## src/sltk_pkg.sv

```systemverilog
// Package for the sync-locked slot ticker: transfer payload types, command
// and run-state codes, register map and configuration reset values.
// No dependencies.
`timescale 1ns / 1ps
`default_nettype none
package sltk_pkg;

   localparam int CsrAddrWidth = 5;
   localparam int CsrDataWidth = 32;

   typedef enum logic [1:0] {
      CMD_COUNT = 2'd0,
      CMD_SYNC  = 2'd1,
      CMD_DONE  = 2'd2
   } cmd_type;

   typedef enum logic [1:0] {
      RUN_IDLE   = 2'd0,
      RUN_SYNCED = 2'd1,
      RUN_FREE   = 2'd2
   } run_type;

   typedef enum logic [2:0] {
      REG_TICK_DIVIDER = 3'd0,
      REG_SYNC_PERIOD  = 3'd1,
      REG_TICK_PERIOD  = 3'd2,
      REG_SYNC_GRACE   = 3'd3,
      REG_LATE_LIMIT   = 3'd4
   } reg_index_type;

   localparam logic [7:0]  TickDividerReset = 8'd1;
   localparam logic [15:0] SyncPeriodReset  = 16'd100;
   localparam logic [15:0] TickPeriodReset  = 16'd10;
   localparam logic [7:0]  SyncGraceReset   = 8'd2;
   localparam logic [7:0]  LateLimitReset   = 8'd10;

   typedef struct packed {
      logic [1:0]  command;
      logic [30:0] sync_stamp;
   } req_type;

   typedef struct packed {
      logic        slot_start;
      logic        overrun;
      logic        sync_late;
      logic        chronically_late;
      logic        sync_early;
      logic [1:0]  run_state;
      logic [30:0] stamp_out;
   } rsp_type;

endpackage
`default_nettype wire

```

## src/sync_locked_slot_ticker_unit.sv

```systemverilog
// Top level of the sync-locked slot ticker: input register, state update
// and result register, plus the APB-style register block.
// Depends on sltk_pkg.
//
//   channel | ports                     | direction | accepted when
//   --------+---------------------------+-----------+--------------------------
//   req     | req_valid/ready/data      | in        | req_valid & req_ready
//   rsp     | rsp_valid/ready/data      | out       | rsp_valid & rsp_ready
//   csr     | psel/penable/pwrite/...   | in        | psel & penable & pwrite
//
// Requests pass the input register, then the result register; one event per
// cycle sustained unless rsp_ready stalls. The state update is a single pass
// of compares and increments between the input and result registers.
// Synchronous reset clears the pipeline valids, run state and counters.
// A stalled result holds the result register; the input register still
// takes one more event, after which req_ready drops.
`timescale 1ns / 1ps
`default_nettype none
module sync_locked_slot_ticker_unit (
   input  wire logic                               clock,
   input  wire logic                               reset,
   input  wire logic                               req_valid,
   output logic                                    req_ready,
   input  wire sltk_pkg::req_type                  req_data,
   output logic                                    rsp_valid,
   input  wire logic                               rsp_ready,
   output sltk_pkg::rsp_type                       rsp_data,
   input  wire logic                               psel,
   input  wire logic                               penable,
   input  wire logic                               pwrite,
   input  wire logic [sltk_pkg::CsrAddrWidth-1:0]  paddr,
   input  wire logic [sltk_pkg::CsrDataWidth-1:0]  pwdata,
   output logic [sltk_pkg::CsrDataWidth-1:0]       prdata,
   output logic                                    pready
);
   import sltk_pkg::*;

   // configuration
   logic [7:0]  tick_divider_ff;
   logic [15:0] sync_period_ff;
   logic [15:0] tick_period_ff;
   logic [7:0]  sync_grace_ff;
   logic [7:0]  late_limit_ff;
   logic        csr_write;
   reg_index_type csr_index;

   // pipeline
   logic    s1_valid_ff;
   req_type s1_data_ff;
   logic    rsp_valid_ff;
   rsp_type rsp_data_ff;
   rsp_type rsp_data_in;
   logic    out_free;
   logic    advance;

   // ticker state
   logic [15:0] count_ff, count_in;
   logic [15:0] phase_ff, phase_in;
   logic [7:0]  divide_ff, divide_in;
   run_type     run_ff, run_in;
   logic [7:0]  tally_ff, tally_in;
   logic        pending_ff, pending_in;
   logic        first_ff, first_in;
   logic [30:0] stamp_ff, stamp_in;

   logic        do_tick;
   logic        slot_flag, overrun_flag, late_flag, chronic_flag, early_flag;
   logic [16:0] window;
   logic [7:0]  div_eff;
   cmd_type     cmd;

   assign pready    = 1'b1;
   assign csr_write = psel & penable & pwrite;
   assign csr_index = reg_index_type'(paddr[CsrAddrWidth-1:2]);

   always_ff @(posedge clock) begin
      if (reset) begin
         tick_divider_ff <= TickDividerReset;
         sync_period_ff  <= SyncPeriodReset;
         tick_period_ff  <= TickPeriodReset;
         sync_grace_ff   <= SyncGraceReset;
         late_limit_ff   <= LateLimitReset;
      end else if (csr_write) begin
         case (csr_index)
            REG_TICK_DIVIDER: tick_divider_ff <= pwdata[7:0];
            REG_SYNC_PERIOD:  sync_period_ff  <= pwdata[15:0];
            REG_TICK_PERIOD:  tick_period_ff  <= pwdata[15:0];
            REG_SYNC_GRACE:   sync_grace_ff   <= pwdata[7:0];
            REG_LATE_LIMIT:   late_limit_ff   <= pwdata[7:0];
            default: ;
         endcase
      end
   end

   always_comb begin
      case (csr_index)
         REG_TICK_DIVIDER: prdata = {24'd0, tick_divider_ff};
         REG_SYNC_PERIOD:  prdata = {16'd0, sync_period_ff};
         REG_TICK_PERIOD:  prdata = {16'd0, tick_period_ff};
         REG_SYNC_GRACE:   prdata = {24'd0, sync_grace_ff};
         REG_LATE_LIMIT:   prdata = {24'd0, late_limit_ff};
         default:          prdata = '0;
      endcase
   end

   // handshake
   assign out_free  = ~rsp_valid_ff | rsp_ready;
   assign advance   = s1_valid_ff & out_free;
   assign req_ready = ~s1_valid_ff | out_free;
   assign rsp_valid = rsp_valid_ff;
   assign rsp_data  = rsp_data_ff;

   always_ff @(posedge clock) begin
      if (reset) begin
         s1_valid_ff  <= 1'b0;
         rsp_valid_ff <= 1'b0;
      end else begin
         if (req_ready) begin
            s1_valid_ff <= req_valid;
         end
         if (out_free) begin
            rsp_valid_ff <= s1_valid_ff;
         end
      end
   end

   always_ff @(posedge clock) begin
      if (req_ready & req_valid) begin
         s1_data_ff <= req_data;
      end
      if (advance) begin
         rsp_data_ff <= rsp_data_in;
      end
   end

   // next state
   assign window  = {1'b0, sync_period_ff} + {9'd0, sync_grace_ff};
   assign div_eff = (tick_divider_ff == 8'd0) ? 8'd1 : tick_divider_ff;
   assign cmd     = cmd_type'(s1_data_ff.command);

   always_comb begin
      count_in     = count_ff;
      phase_in     = phase_ff;
      divide_in    = divide_ff;
      run_in       = run_ff;
      tally_in     = tally_ff;
      pending_in   = pending_ff;
      first_in     = first_ff;
      stamp_in     = stamp_ff;
      do_tick      = 1'b0;
      slot_flag    = 1'b0;
      overrun_flag = 1'b0;
      late_flag    = 1'b0;
      chronic_flag = 1'b0;
      early_flag   = 1'b0;
      case (cmd)
         CMD_COUNT: begin
            if (count_ff != 16'hFFFF) begin
               count_in = count_ff + 16'd1;
            end
            if (({1'b0, phase_ff} + 17'd1) >= {1'b0, tick_period_ff}) begin
               phase_in = 16'd0;
            end else begin
               phase_in = phase_ff + 16'd1;
            end
            if ((count_in < sync_period_ff) && (phase_in == 16'd0)) begin
               do_tick = 1'b1;
            end else if ({1'b0, count_in} > window) begin
               late_flag = 1'b1;
               run_in    = RUN_FREE;
               count_in  = 16'd0;
               phase_in  = 16'd0;
               if (tally_ff != 8'hFF) begin
                  tally_in = tally_ff + 8'd1;
               end
               chronic_flag = tally_in > late_limit_ff;
               do_tick      = 1'b1;
            end
         end
         CMD_SYNC: begin
            stamp_in = s1_data_ff.sync_stamp;
            if (run_ff == RUN_SYNCED) begin
               // early when count < period - tick_period/2
               early_flag = ({2'd0, count_ff} + {3'd0, tick_period_ff[15:1]})
                            < {2'd0, sync_period_ff};
               do_tick  = 1'b1;
               count_in = 16'd0;
               phase_in = 16'd0;
            end else if (run_ff == RUN_FREE) begin
               if ({1'b0, count_ff} <= window) begin
                  run_in   = RUN_SYNCED;
                  do_tick  = 1'b1;
                  count_in = 16'd0;
                  phase_in = 16'd0;
                  tally_in = 8'd0;
               end
            end
         end
         CMD_DONE: begin
            if (pending_ff) begin
               pending_in = 1'b0;
               first_in   = 1'b1;
            end
         end
         default: ;
      endcase
      if (do_tick) begin
         if (({1'b0, divide_ff} + 9'd1) >= {1'b0, div_eff}) begin
            slot_flag    = 1'b1;
            overrun_flag = pending_ff;
            if (!first_ff) begin
               run_in = RUN_SYNCED;
            end
            pending_in = 1'b1;
            divide_in  = 8'd0;
         end else begin
            divide_in = divide_ff + 8'd1;
         end
      end
   end

   // result
   always_comb begin
      rsp_data_in.slot_start       = slot_flag;
      rsp_data_in.overrun          = overrun_flag;
      rsp_data_in.sync_late        = late_flag;
      rsp_data_in.chronically_late = chronic_flag;
      rsp_data_in.sync_early       = early_flag;
      rsp_data_in.run_state        = run_in;
      rsp_data_in.stamp_out        = stamp_in;
   end

   always_ff @(posedge clock) begin
      if (reset) begin
         count_ff   <= 16'd0;
         phase_ff   <= 16'd0;
         divide_ff  <= 8'd0;
         run_ff     <= RUN_IDLE;
         tally_ff   <= 8'd0;
         pending_ff <= 1'b0;
         first_ff   <= 1'b0;
         stamp_ff   <= 31'd0;
      end else if (advance) begin
         count_ff   <= count_in;
         phase_ff   <= phase_in;
         divide_ff  <= divide_in;
         run_ff     <= run_in;
         tally_ff   <= tally_in;
         pending_ff <= pending_in;
         first_ff   <= first_in;
         stamp_ff   <= stamp_in;
      end
   end

   // checks
   a_reset_flush: assert property (@(posedge clock)
      reset |=> (!rsp_valid_ff && !s1_valid_ff))
      else $error("pipeline not flushed by reset");

   a_overrun_slot: assert property (@(posedge clock) disable iff (reset)
      (rsp_valid_ff && rsp_data_ff.overrun) |-> rsp_data_ff.slot_start)
      else $error("overrun without slot start");

   a_chronic_late: assert property (@(posedge clock) disable iff (reset)
      (rsp_valid_ff && rsp_data_ff.chronically_late) |-> rsp_data_ff.sync_late)
      else $error("chronic flag without late sync");

   a_late_clears: assert property (@(posedge clock) disable iff (reset)
      (advance && late_flag) |=> (count_ff == 16'd0 && phase_ff == 16'd0))
      else $error("late sync did not clear the count");

   a_result_state: assert property (@(posedge clock) disable iff (reset)
      advance |=> (rsp_data_ff.run_state == run_ff && rsp_data_ff.stamp_out == stamp_ff))
      else $error("result status differs from state");

endmodule
`default_nettype wire
```

## config.mk

```make
export PLATFORM = sky130hd
export DESIGN_NAME = sync_locked_slot_ticker_unit
export DESIGN_NICKNAME = d
export VERILOG_FILES = /design/src/sltk_pkg.sv /design/src/sync_locked_slot_ticker_unit.sv
export SDC_FILE = /design/constraint.sdc
export NUM_CORES = 1
export LEC_CHECK = 0
export ABC_AREA = 1
export BUFFER_PORTS_ARGS = -buffer_cell sky130_fd_sc_hd__buf_2
export CAP_MARGIN = 0
export CORE_AREA = 2 2 182 166
export DETAILED_ROUTE_END_ITERATION = 8
export DIE_AREA = 0 0 184 168
export PLACE_DENSITY_LB_ADDON = 0.25
export SYNTH_ARGS = -nofsm -noshare
export SYNTH_HDL_FRONTEND = slang
export SYNTH_SLANG_ARGS = --single-unit
```

## constraint.sdc

```tcl
create_clock -name clock -period 3.8 [get_ports clock]
set_input_delay 0.76 -clock clock [delete_from_list [all_inputs] [get_ports clock]]
set_output_delay 0.76 -clock clock [all_outputs]
set_load 0.02 [all_outputs]
```

Word-level counts from Yosys, hierarchy flattened
Cells that the tools add are included.
W data, S select, Z words.
- ROM bits: 0
- memories kept: 0
- bits of input ports: 77
- word-level logic and storage cells: 131
- bits in writable memories: 0
- output and inout port bits: 73
- register bits after elaboration: 212
- bits in latches: 0
- reduce and logical (&&, ||, !) cells: 19
- multiplexer cells: 46
- equal/unequal tests: 17
- add/sub/neg operators: 8
- bitwise gates (word level): 10
- shifts and indexed selects: 0
- multiply operators: 0
- $lt $le $gt $ge: 7
- divide/modulo/power cells: 0
- operators by type and width (kind ; number):
    $mux W16 ; 11
    $mux W8 ; 11
    $pmux W16 S5 ; 1
    $pmux W16 S2 ; 2
    $add A16 B1 Y16 const B ; 2
    $mux W31 ; 1
    $add A16 B1 Y17 const B ; 1
    $add A16 B15 Y17 ; 1
    $add A16 B8 Y17 ; 1
    $ge A17 B16 Y1 ; 1
    $gt A16 B17 Y1 ; 1
    $le A16 B17 Y1 ; 1
    $lt A17 B16 Y1 ; 1
    $add A8 B1 Y8 const B ; 2
    $logic_not A16 Y1 ; 1
    $lt A16 B16 Y1 ; 1
    $mux W2 ; 8
    $ne A16 B16 Y1 const B ; 1
    $pmux W8 S2 ; 1
    $reduce_and A2 Y1 ; 8
    $ne A2 B2 Y1 const B ; 5
    $add A8 B1 Y9 const B ; 1
    $ge A9 B8 Y1 ; 1
    $mux W1 ; 9
    other kinds (23) ; 34

Longest topological paths before layout
Gate-level depths: netlist of the first run.
- word-level depth: 11
- depth in mapped cells: 30
- mapped depth without buffers: 30

Least setup slack after synthesis of the first run
No wires, ideal clock.
- kind: flip-flop to flip-flop
- start: register sync_grace_ff[4]
- end: register rsp_data_ff, in the netlist rsp_data[32], data pin
- path slack: 0.189 ns
- buffers on the path: 0
- data arrival time: 3.361 ns
- period minus slack after synthesis: 3.611 ns
- required time: 3.549 ns
- library setup time: 0.251 ns
- stages on the path, launching flop included: 25
- path through: dfxtp_1 ha_1 inv_1 nor3_1 nand2_1 o211ai_1 nand2_1 a21oi_1 nand2_1 nor4_1 nand3_1 xor2_1 ha_1 nand2_1 nor4_1 and2_1 nand4_1 nand2_2 nand2_1 nand2_1 nand2_1 nand2_4 nand3_1 nand2_1 inv_1
- cells in the longest elaborated chain, start to end: 9
- elaborated cells on any way between the ends: 18
- ends and longest elaborated chain (what ; line ; source):
    start, declared ; sync_locked_slot_ticker_unit.sv:42 ; logic [7:0] sync_grace_ff;
    start signal, assigned ; sync_locked_slot_ticker_unit.sv:81 ; sync_grace_ff <= SyncGraceReset;
    start signal, assigned ; sync_locked_slot_ticker_unit.sv:88 ; REG_SYNC_GRACE: sync_grace_ff <= pwdata[7:0];
    $add A16 B8 Y17 * ; sync_locked_slot_ticker_unit.sv:137 ; assign window = {1'b0, sync_period_ff} + {9'd0, sync_grace_ff};
    $le A16 B17 Y1 ; sync_locked_slot_ticker_unit.sv:190 ; if ({1'b0, count_ff} <= window) begin
    $mux W2 ; sync_locked_slot_ticker_unit.sv:190 ;
    $mux W2 ; sync_locked_slot_ticker_unit.sv:189 ; end else if (run_ff == RUN_FREE) begin
    $mux W2 ; sync_locked_slot_ticker_unit.sv:182 ; if (run_ff == RUN_SYNCED) begin
    $pmux W2 S2 ; sync_locked_slot_ticker_unit.sv:156 ; case (cmd)
    $mux W2 ; sync_locked_slot_ticker_unit.sv:211 ; if (!first_ff) begin
    $mux W2 ; sync_locked_slot_ticker_unit.sv:208 ; if (({1'b0, divide_ff} + 9'd1) >= {1'b0, div_eff}) begin
    $mux W2 * ; sync_locked_slot_ticker_unit.sv:207 ; if (do_tick) begin
    net run_in[1] ; sync_locked_slot_ticker_unit.sv:60 ; run_type run_ff, run_in;
    end signal, assigned ; sync_locked_slot_ticker_unit.sv:132 ; rsp_data_ff <= rsp_data_in;
    end, declared ; sync_locked_slot_ticker_unit.sv:51 ; rsp_type rsp_data_ff;
The timed path passes the listed nets; every way through them passes the cells marked *.
A chain may end at the register's enable or synchronous reset.

Worst setup path after layout of the first run
- start: register sync_grace_ff[3]
- end: register rsp_data_ff, in the netlist rsp_data[32], data pin
The elaborated chain is that of the path after synthesis.

==> results.md, run 1 <==
- The number of antenna violations at the first check in global routing is 3.
- The post-DP HPWL is 25200 µm.
- In this run the critical register-to-register path is captured at rsp_data[32].
- The critical path class is reg -> reg.
- The worst hold path terminates at s1_data_ff[24].
- After detailed placement, the design holds a cell count of 2153.
- The routability congestion estimate is 0.915.
- For this run the aggregate overflow at the end of global routing stands at 0.
- The largest vdd supply drop is 0.000295 V.
- After filler insertion, the fill cell instance count of the layout stands at 2700.
- The post-synthesis sequential area ratio is 38.4%.
- Measured against its own limit, the worst slew margin works out to 31.8%.
- The level count of the clock H-tree is 1.
- The vertical extent of the die is 168 µm.
- The number of max-slew violations in the final report is 0.
- In this run, post-CTS hold repair placed 0 buffers.
- The number of buffers inserted during clock tree synthesis is 25.
- The die footprint is 30900 µm².
- The TritonCTS clock tree is built.
- The final-report hold violation count is 0.
- The clock tree root driver cell is clkbuf_16.
- The required arrival time at the worst endpoint is 4090 ps.
- The die boundary width is 184 µm.
- The area of the mapped netlist is 12900 µm².
- The wire length of the first global-routing pass is 55700 µm.
- The area of the core is 29300 µm².
- Global routing consumed, on the met3 layer, 3.55% of the routing resources.
- The final-layout setup total negative slack is -1050 ps.
- The number of rows in the core area is 60.
- Counting distinct cell types in the post-synthesis netlist gives 54.
- The total leakage power is 6.99 nW.
- Of the available clock period, the critical path in the final layout requires 103%.
- The run finished, with violations left.
- Global routing consumed, on the met2 layer, 34.9% of the routing resources.
- The cell count of the worst reg-to-reg path is 26.
- The first TritonRoute pass finished after 5 iterations.
- The initial core utilization is 44.0%.
- The remaining number of nets flagged by the antenna check after routing is 0.
- The most heavily used metal layer in global routing is met2.
- The layout net count is 2021.
- The via count is 11700.
- In this run, synthesis inferred 71 flip-flops with an integrated enable.
- The total of buffers placed on input and output ports is 114.
- 150 I/O pins were placed.
- The highest clock rate is 256 MHz.
- The maximum number of pins on one net before global-route repair is 79.
- The clock net in this run drives a total of 212 sinks.
- The via count of the first global-routing pass is 10900.
- The type of element launching the critical path is a flop.
- Along the worst hold path, the cell count comes to 1.
- Setup violations remaining at the end of the flow were counted as 23.
- After detailed routing, the number of vias per cell comes to 5.27.
- Averaged over all synthesized cells, the footprint is 7.85 µm².
- The wire length per cell is 15.9 µm.
- The met1 capacity usage during global routing is 31.4%.
- In this run the power density over the cells is 337 nW/µm².
- OpenSTA, run right after detailed placement, puts the worst setup slack at -289 ps.
- The checks that failed: setup timing.
- After clock tree synthesis, the clock-pin slew on the worst setup and hold paths is 60 ps.
- The path class of the tightest hold or removal check is in -> reg.
- The layout cell share with drive strength beyond 1 is 20.9%.
- In the post-route analysis, the smallest setup slack over all paths is -109 ps.
- The largest fanout on the critical path is 6.
- The register-to-register setup slack is -110 ps.
- The type of element capturing the critical path is a flop.
- The number of maximum-capacitance constraint violations is 0.
- For the worst-skew pair, the clock arrives at the later sink with an insertion delay of 540 ps.
- The final instance count without filler cells is 2212.
- The Yosys warning count is 0.
- The register bit total from synthesis is 212.
- Across the routed clock network, the largest skew measured is 13.1 ps.
- In the synthesized netlist the dominant register cell turns out to be dfxtp_1.
- The total routing resource utilization after global routing is 22.4%.
- After layout, the minimum clock period comes to 3910 ps.
- After the first detailed-routing iteration, the DRC count stood at 725.
- The longest clock path from root to sink contains 3 buffers.
- The startpoint of the lowest-slack hold path is req_data[24].
- In this run the critical register-to-register path is launched from sync_grace_ff[3].
- The final layout contains routed wiring with a total length of 35200 µm.
- The transition time at the pin with the least slew margin is 1020 ps.
- Relative to the synthesized area, the layout overhead comes to 21.6%.
- Setup repair after global routing could not meet its margin everywhere.
- Synthesis handed over a netlist of 1641 instances.
- For this run, design rule violations remaining after detail routing come to 0.
- Of all flip-flops after synthesis, the portion carrying an async set or reset was 0%.
- The arrival time at the worst endpoint is 4200 ps.
-- metrics by stage --
step / hold WS, ps / total power (W) / util (%) / cell area (µm²)
final: 395 / 0.00528 / 53.5 / 15700
after global routing: 376 / 0.00549 / 53.5 / 15700
after CTS: 378 / 0.00532 / 52.3 / 15300
after detailed placement: 447 / 0.00300 / 48.8 / 14300
after global placement: 441 / 0.00299 / 48.8 / 14300
after floorplan: 431 / 0.00284 / - / 12900
-- cell usage in the layout (no fill, tap or decap), types with 11 or more instances in the layout --
| cell type | count |
|---|---|
| nand2_1 | 280 |
| inv_1 | 203 |
| a21oi_1 | 147 |
| nor2_1 | 139 |
| dfxtp_1 | 131 |
| ha_1 | 114 |
| buf_2 | 114 |
| o21ai_0 | 96 |
| buf_4 | 79 |
| edfxtp_1 | 71 |
| nand3_1 | 52 |
| xor2_1 | 40 |
| nand4_1 | 34 |
| a211oi_1 | 33 |
| clkbuf_16 | 25 |
| nand2_2 | 24 |
| nor3_1 | 20 |
| conb_1 | 17 |
| o211ai_1 | 15 |
| a21oi_2 | 15 |
| o22ai_1 | 14 |
| inv_2 | 13 |
| o21ai_2 | 12 |
| nand3_2 | 11 |
-- kinds of logic after synthesis --
| logic type | Yosys count | share of synthesized area (%) |
|---|---|---|
| other | 2 | 0.0583 |
| AND/OR/NAND/NOR | 606 | 21.0 |
| buffers and inverters | 287 | 9.11 |
| XOR/XNOR | 52 | 3.53 |
| adder cells (fa/ha/maj) | 123 | 12.1 |
| AO/OA/AOI/OAI | 359 | 15.8 |
| flip-flops | 212 | 38.4 |
-- layout make-up --
cell class	instances	area, µm²	area share (%)
inverter	220	836	5.33
clock inverter	15	118	0.751
clock buffer	30	664	4.24
timing repair buffer	203	1320	8.45
sequential	212	4970	31.7
antenna	1	2.50	0.0160
tap	372	465	2.97
multi-input combinational	1159	7290	46.5
-- routing by layer --
metal,vias up,part of all wire [%]
met2,359,44
met1,5365,46
met4,4,3.3
met5,-,0.077
met3,71,6.2
li1,5855,-
-- state kept, by name, summed over array words and instances (netlist names) --
signal,cells
rsp_data,38
s1_data_ff,31
stamp_ff,31
count_ff,16
phase_ff,16
sync_period_ff,16
tick_period_ff,16
divide_ff,8
late_limit_ff,8
sync_grace_ff,8
tally_ff,8
tick_divider_ff,8
cmd,2
run_ff,2
first_ff,1
pending_ff,1
rsp_valid,1
s1_valid_ff,1
-- synth_stat cells, types with 5 or more instances --
| cell type | n | area [µm²] |
|---|---|---|
| inv_2 | 11 | 41.3 |
| nor3_1 | 24 | 120 |
| o21bai_1 | 6 | 45.0 |
| xor2_1 | 44 | 385 |
| buf_2 | 6 | 30.0 |
| nor4_1 | 6 | 37.5 |
| nor2_2 | 5 | 31.3 |
| a211oi_1 | 34 | 255 |
| nor2_1 | 145 | 544 |
| clkbuf_1 | 35 | 131 |
| o22ai_1 | 14 | 87.6 |
| o21ai_0 | 98 | 490 |
| nand2_2 | 17 | 106 |
| buf_4 | 21 | 158 |
| nand4_1 | 34 | 213 |
| nand2_1 | 290 | 1090 |
| xnor2_1 | 8 | 70.1 |
| dfxtp_1 | 141 | 2820 |
| nand3_1 | 63 | 315 |
| o211ai_1 | 15 | 113 |
| o21ai_1 | 12 | 60.1 |
| inv_1 | 206 | 773 |
| ha_1 | 121 | 1510 |
| edfxtp_1 | 71 | 2130 |
| a21oi_1 | 161 | 806 |
-- worst max-delay path, stage by stage, from the launching register on --
cell and delay (ps):
dfxtp_2 340, ha_4 260, inv_2 40, nor3_2 170
nand2_1 70, o211ai_1 120, nand2_1 100, a21oi_2 140
buf_6 130, nand2_4 60, nor4_4 150, buf_4 170
nand3_4 80, xor2_4 180, ha_4 280, nand2_1 50
nor4_1 190, and2_1 150, nand4_1 200, nand2_2 190
nand2_1 70, nand2_1 70, nand2_2 90, nand2_8 140
nand3_4 90, nand2_2 80, inv_1 40
-- report_power, final --
part	total (W)	switching [W]	internal, W
sequential	0.00247	0.0000332	0.00244
combinational	0.000515	0.000349	0.000166
clock	0.00230	0.000980	0.00132
-- what timing repair did --
item                       4_1_cts  5_1_grt
pin swaps                       22       29
buffers inserted                 6        5
setup endpoints to repair       57       58
resized for setup               37       71
cloned                           1        1
-- worst max path at each step --
stage | cells past startpoint | to | start
finish | 26 | rsp_data[32] | sync_grace_ff[3]
global route | 24 | rsp_data[32] | sync_grace_ff[0]
CTS | 27 | divide_ff[3] | sync_grace_ff[5]
detailed placement | 24 | tally_ff[4] | sync_grace_ff[4]
global placement | 26 | rsp_data[32] | sync_grace_ff[4]
floorplan | 24 | rsp_data[32] | sync_grace_ff[4]
(Power assumes the default switching activity.)
==> run 2, diff against run 1 <==
RECOVER_POWER = 25   (was not set)
==> run 2 against run 1 <==
Effect of this change: the flow finishes with violations (capacitance limit, slew limit, setup timing); count of clock-buffer cells in the layout did not move; first-iteration DRC count did not move; clock power barely moved; power barely moved; final cell count did not move; global-route usage did not move; design area barely moved; wire length barely moved; highest routed layer unchanged.
==> results.md, run 2 (synthesis results as in run 1) <==
- The area added between synthesis and finish is 21.5% (about the same).
- In the layout the commonest cells are nand2_1, inv_1, a21oi_1.
- The number of rows in the core area was 60 (unchanged).
- The arrival time at the worst endpoint was 4200 ps (about the same).
- The via-per-instance ratio is 5.27 (about the same).
- The met1 capacity usage during global routing is 31.4% (unchanged).
- The final instance count without filler cells is 2212 (unchanged).
- The total routing resource utilization after global routing is 22.4% (unchanged).
- The vertical extent of the die is 168 µm (unchanged).
- The final-report hold violation count is 0 (unchanged).
- The via count of the first global-routing pass is 10900 (unchanged).
- The number of buffers on the longest clock path was 3 (unchanged).
- The switching share of power was 25.8% (about the same).
- The clock network power share is 43.5% (about the same).
- Setup repair after global routing could not meet its margin everywhere.
- The type of element capturing the critical path is a flop.
- The DRC violation count after routing is 0 (unchanged).
- The total leakage power is 6.98 nW (-0.21%).
- The critical path in this run is classified as reg -> reg.
- The minimum setup slack after placement is -289 ps (unchanged).
- The initial core utilization is 44.0% (unchanged).
- The level count of the clock H-tree is 1 (unchanged).
- The minimum clock period was 3910 ps (+0.173 ps).
- The die boundary width was 184 µm (unchanged).
- The number of maximum-capacitance constraint violations is 1 (+1).
- The final core area utilization is 53.5% (about the same).
- The share of total power in sequential cells is 46.8% (about the same).
- The remaining global-route overflow was 0 (unchanged).
- The global-route met3 utilization is 3.55% (unchanged).
- The number of buffers inserted during clock tree synthesis is 25 (unchanged).
- The met2 usage is 34.9% (unchanged).
- The count of routing violations after the opening detailed-route iteration came to 725 (unchanged).
- The placed cell count was 2153 (unchanged).
- The clock-pin slew reported for the worst setup and hold paths after clock tree synthesis is 60 ps (about the same).
- The number of antenna violations at the first check in global routing is 2 (-1).
- The detailed-routing iteration count for the pre-antenna-repair pass came to 5 (unchanged).
- The run finished, with violations left.
- The via count is 11700 (-0.0086%).
- The wire length of the first global-routing pass came to 55700 µm (unchanged).
- The worst setup path is launched from a flop.
- The clock net sink count is 212 (unchanged).
- The highest clock rate was 256 MHz (about the same).
- The most heavily used metal layer in global routing is met2.
- The layout net count is 2021 (unchanged).
- The routability congestion estimate is 0.915 (unchanged).
- The count of fill cells added during filler insertion is 2704 (+0.15%).
- The transition time at the pin with the least slew margin is 1820 ps (+796 ps).
- The hold buffer count at cts is 0 (unchanged).
- The combinational power share is 9.7% (about the same).
- The layout cell share with drive strength beyond 1 is 20.6% (-0.27 points).
- The die footprint is 30900 µm² (unchanged).
- The total I/O pin count is 150 (unchanged).
- The tightest slew margin relative to the limit was -21.2% (-53 points).
- The largest vdd supply drop is 0.000295 V (about the same).
- The flip-flop count of the largest register after layout is 38 (unchanged).
- The worst hold path belongs to the class in -> reg.
- The number of max-slew violations in the final report is 31 (+31).
- The post-DP HPWL came to 25200 µm (unchanged).
- The library cell used most frequently in the layout, excluding fill and tap cells, is nand2_1.
- The total of buffers placed on input and output ports is 114 (unchanged).
- The area of the core is 29300 µm² (unchanged).
- The sum of routed wire length over all layers came to 35200 µm (about the same).
- The later-pin clock latency in the skew report came to 540 ps (about the same).
- The final clock skew is 13.3 ps (+0.273 ps).
- The remaining number of nets flagged by the antenna check after routing is 0 (unchanged).
- The largest fanout on the critical path is 6 (unchanged).
- The total power consumption of the routed design is 0.00528 W (about the same).
- The share of the cycle needed by the critical path after routing is 103% (about the same).
- The required arrival time at the worst endpoint was 4090 ps (about the same).
- The final-report setup violation count came to 23 (unchanged).
- The final-layout setup total negative slack was -1050 ps (-0.830 ps).
- The wire length per cell is 15.9 µm (about the same).
- The tree is rooted in a clkbuf_16.
- The setup slack of the critical path after layout was -109 ps (-0.173 ps).
- The internal power is 0.00392 W (about the same).
- The final reports fail on capacitance limit, slew limit, setup timing.
- The total power divided by cell area is 337 nW/µm² (about the same).
- TritonCTS built the clock tree.
- The power spent charging and discharging nets came to 0.00136 W (about the same).
- The maximum number of pins on one net before global-route repair is 79 (unchanged).
run 2: cell count changes in the layout (fill, tap and decap cells not counted), sizes merged:
cell    delta
buf        -5
clkbuf     +5
run 2: stage by stage:
stage,area [µm²],hold WS [ps]
final,15700,395
after global routing,15700,376
after CTS,15300,378
after detailed placement,14300,447
after global placement,14300,441
after floorplan,12900,431
run 2: per-layer routing:
metal,wire length (µm),up-vias
li1,-,5853
met1,16300,5364
met2,15500,367
met3,2230,67
met4,1150,2
met5,13,-
run 2: area by class of cell:
class	instances	area [µm²]	share of cell area [%]
Antenna cell	1	2.50	0.0160
Clock buffer	30	664	4.24
Clock inverter	15	118	0.751
Inverter	220	836	5.34
Multi-Input combinational cell	1159	7290	46.5
Sequential cell	212	4970	31.7
Tap cell	372	465	2.97
Timing Repair Buffer	203	1320	8.40
run 2: repair_timing:
| action | CTS | global route |
|---|---|---|
| resized for setup | 37 | 71 |
| pin swaps | 22 | 29 |
| cloned | 1 | 1 |
| endpoints found under the setup margin | 57 | 58 |
| buffers inserted | 6 | 5 |
run 2: path summary, 6_finish.rpt:
check | from | end | slack [ps] | cells past startpoint
setup reg to reg | sync_grace_ff[3] | rsp_data[32] | -110 | 26
hold reg to reg | stamp_ff[8] | stamp_ff[8] | 450 | 2
setup / recovery | sync_grace_ff[3] | rsp_data[32] | -110 | 26
hold / removal | req_data[24] | s1_data_ff[24] | 400 | 1
run 2: power groups by stage:
stage                     Combinational [W]  Clock (W)  Sequential (W)
after detailed placement           0.000482          0         0.00252
after CTS                          0.000497    0.00236         0.00247
after global placement             0.000470          0         0.00252
after floorplan                    0.000302          0         0.00254
after global routing               0.000571    0.00244         0.00248
final                              0.000514    0.00230         0.00247
run 2: critical path, cell delays in order (launching register included):
cell,delay (ps)
dfxtp_2,340
ha_4,260
inv_2,40
nor3_2,170
nand2_1,70
o211ai_1,120
nand2_1,100
a21oi_2,140
buf_6,130
nand2_4,60
nor4_4,150
buf_4,170
nand3_4,80
xor2_4,180
ha_4,280
nand2_1,50
nor4_1,190
and2_1,150
nand4_1,200
nand2_2,190
nand2_1,70
nand2_1,70
nand2_2,90
nand2_8,140
nand3_4,90
nand2_2,80
inv_1,40
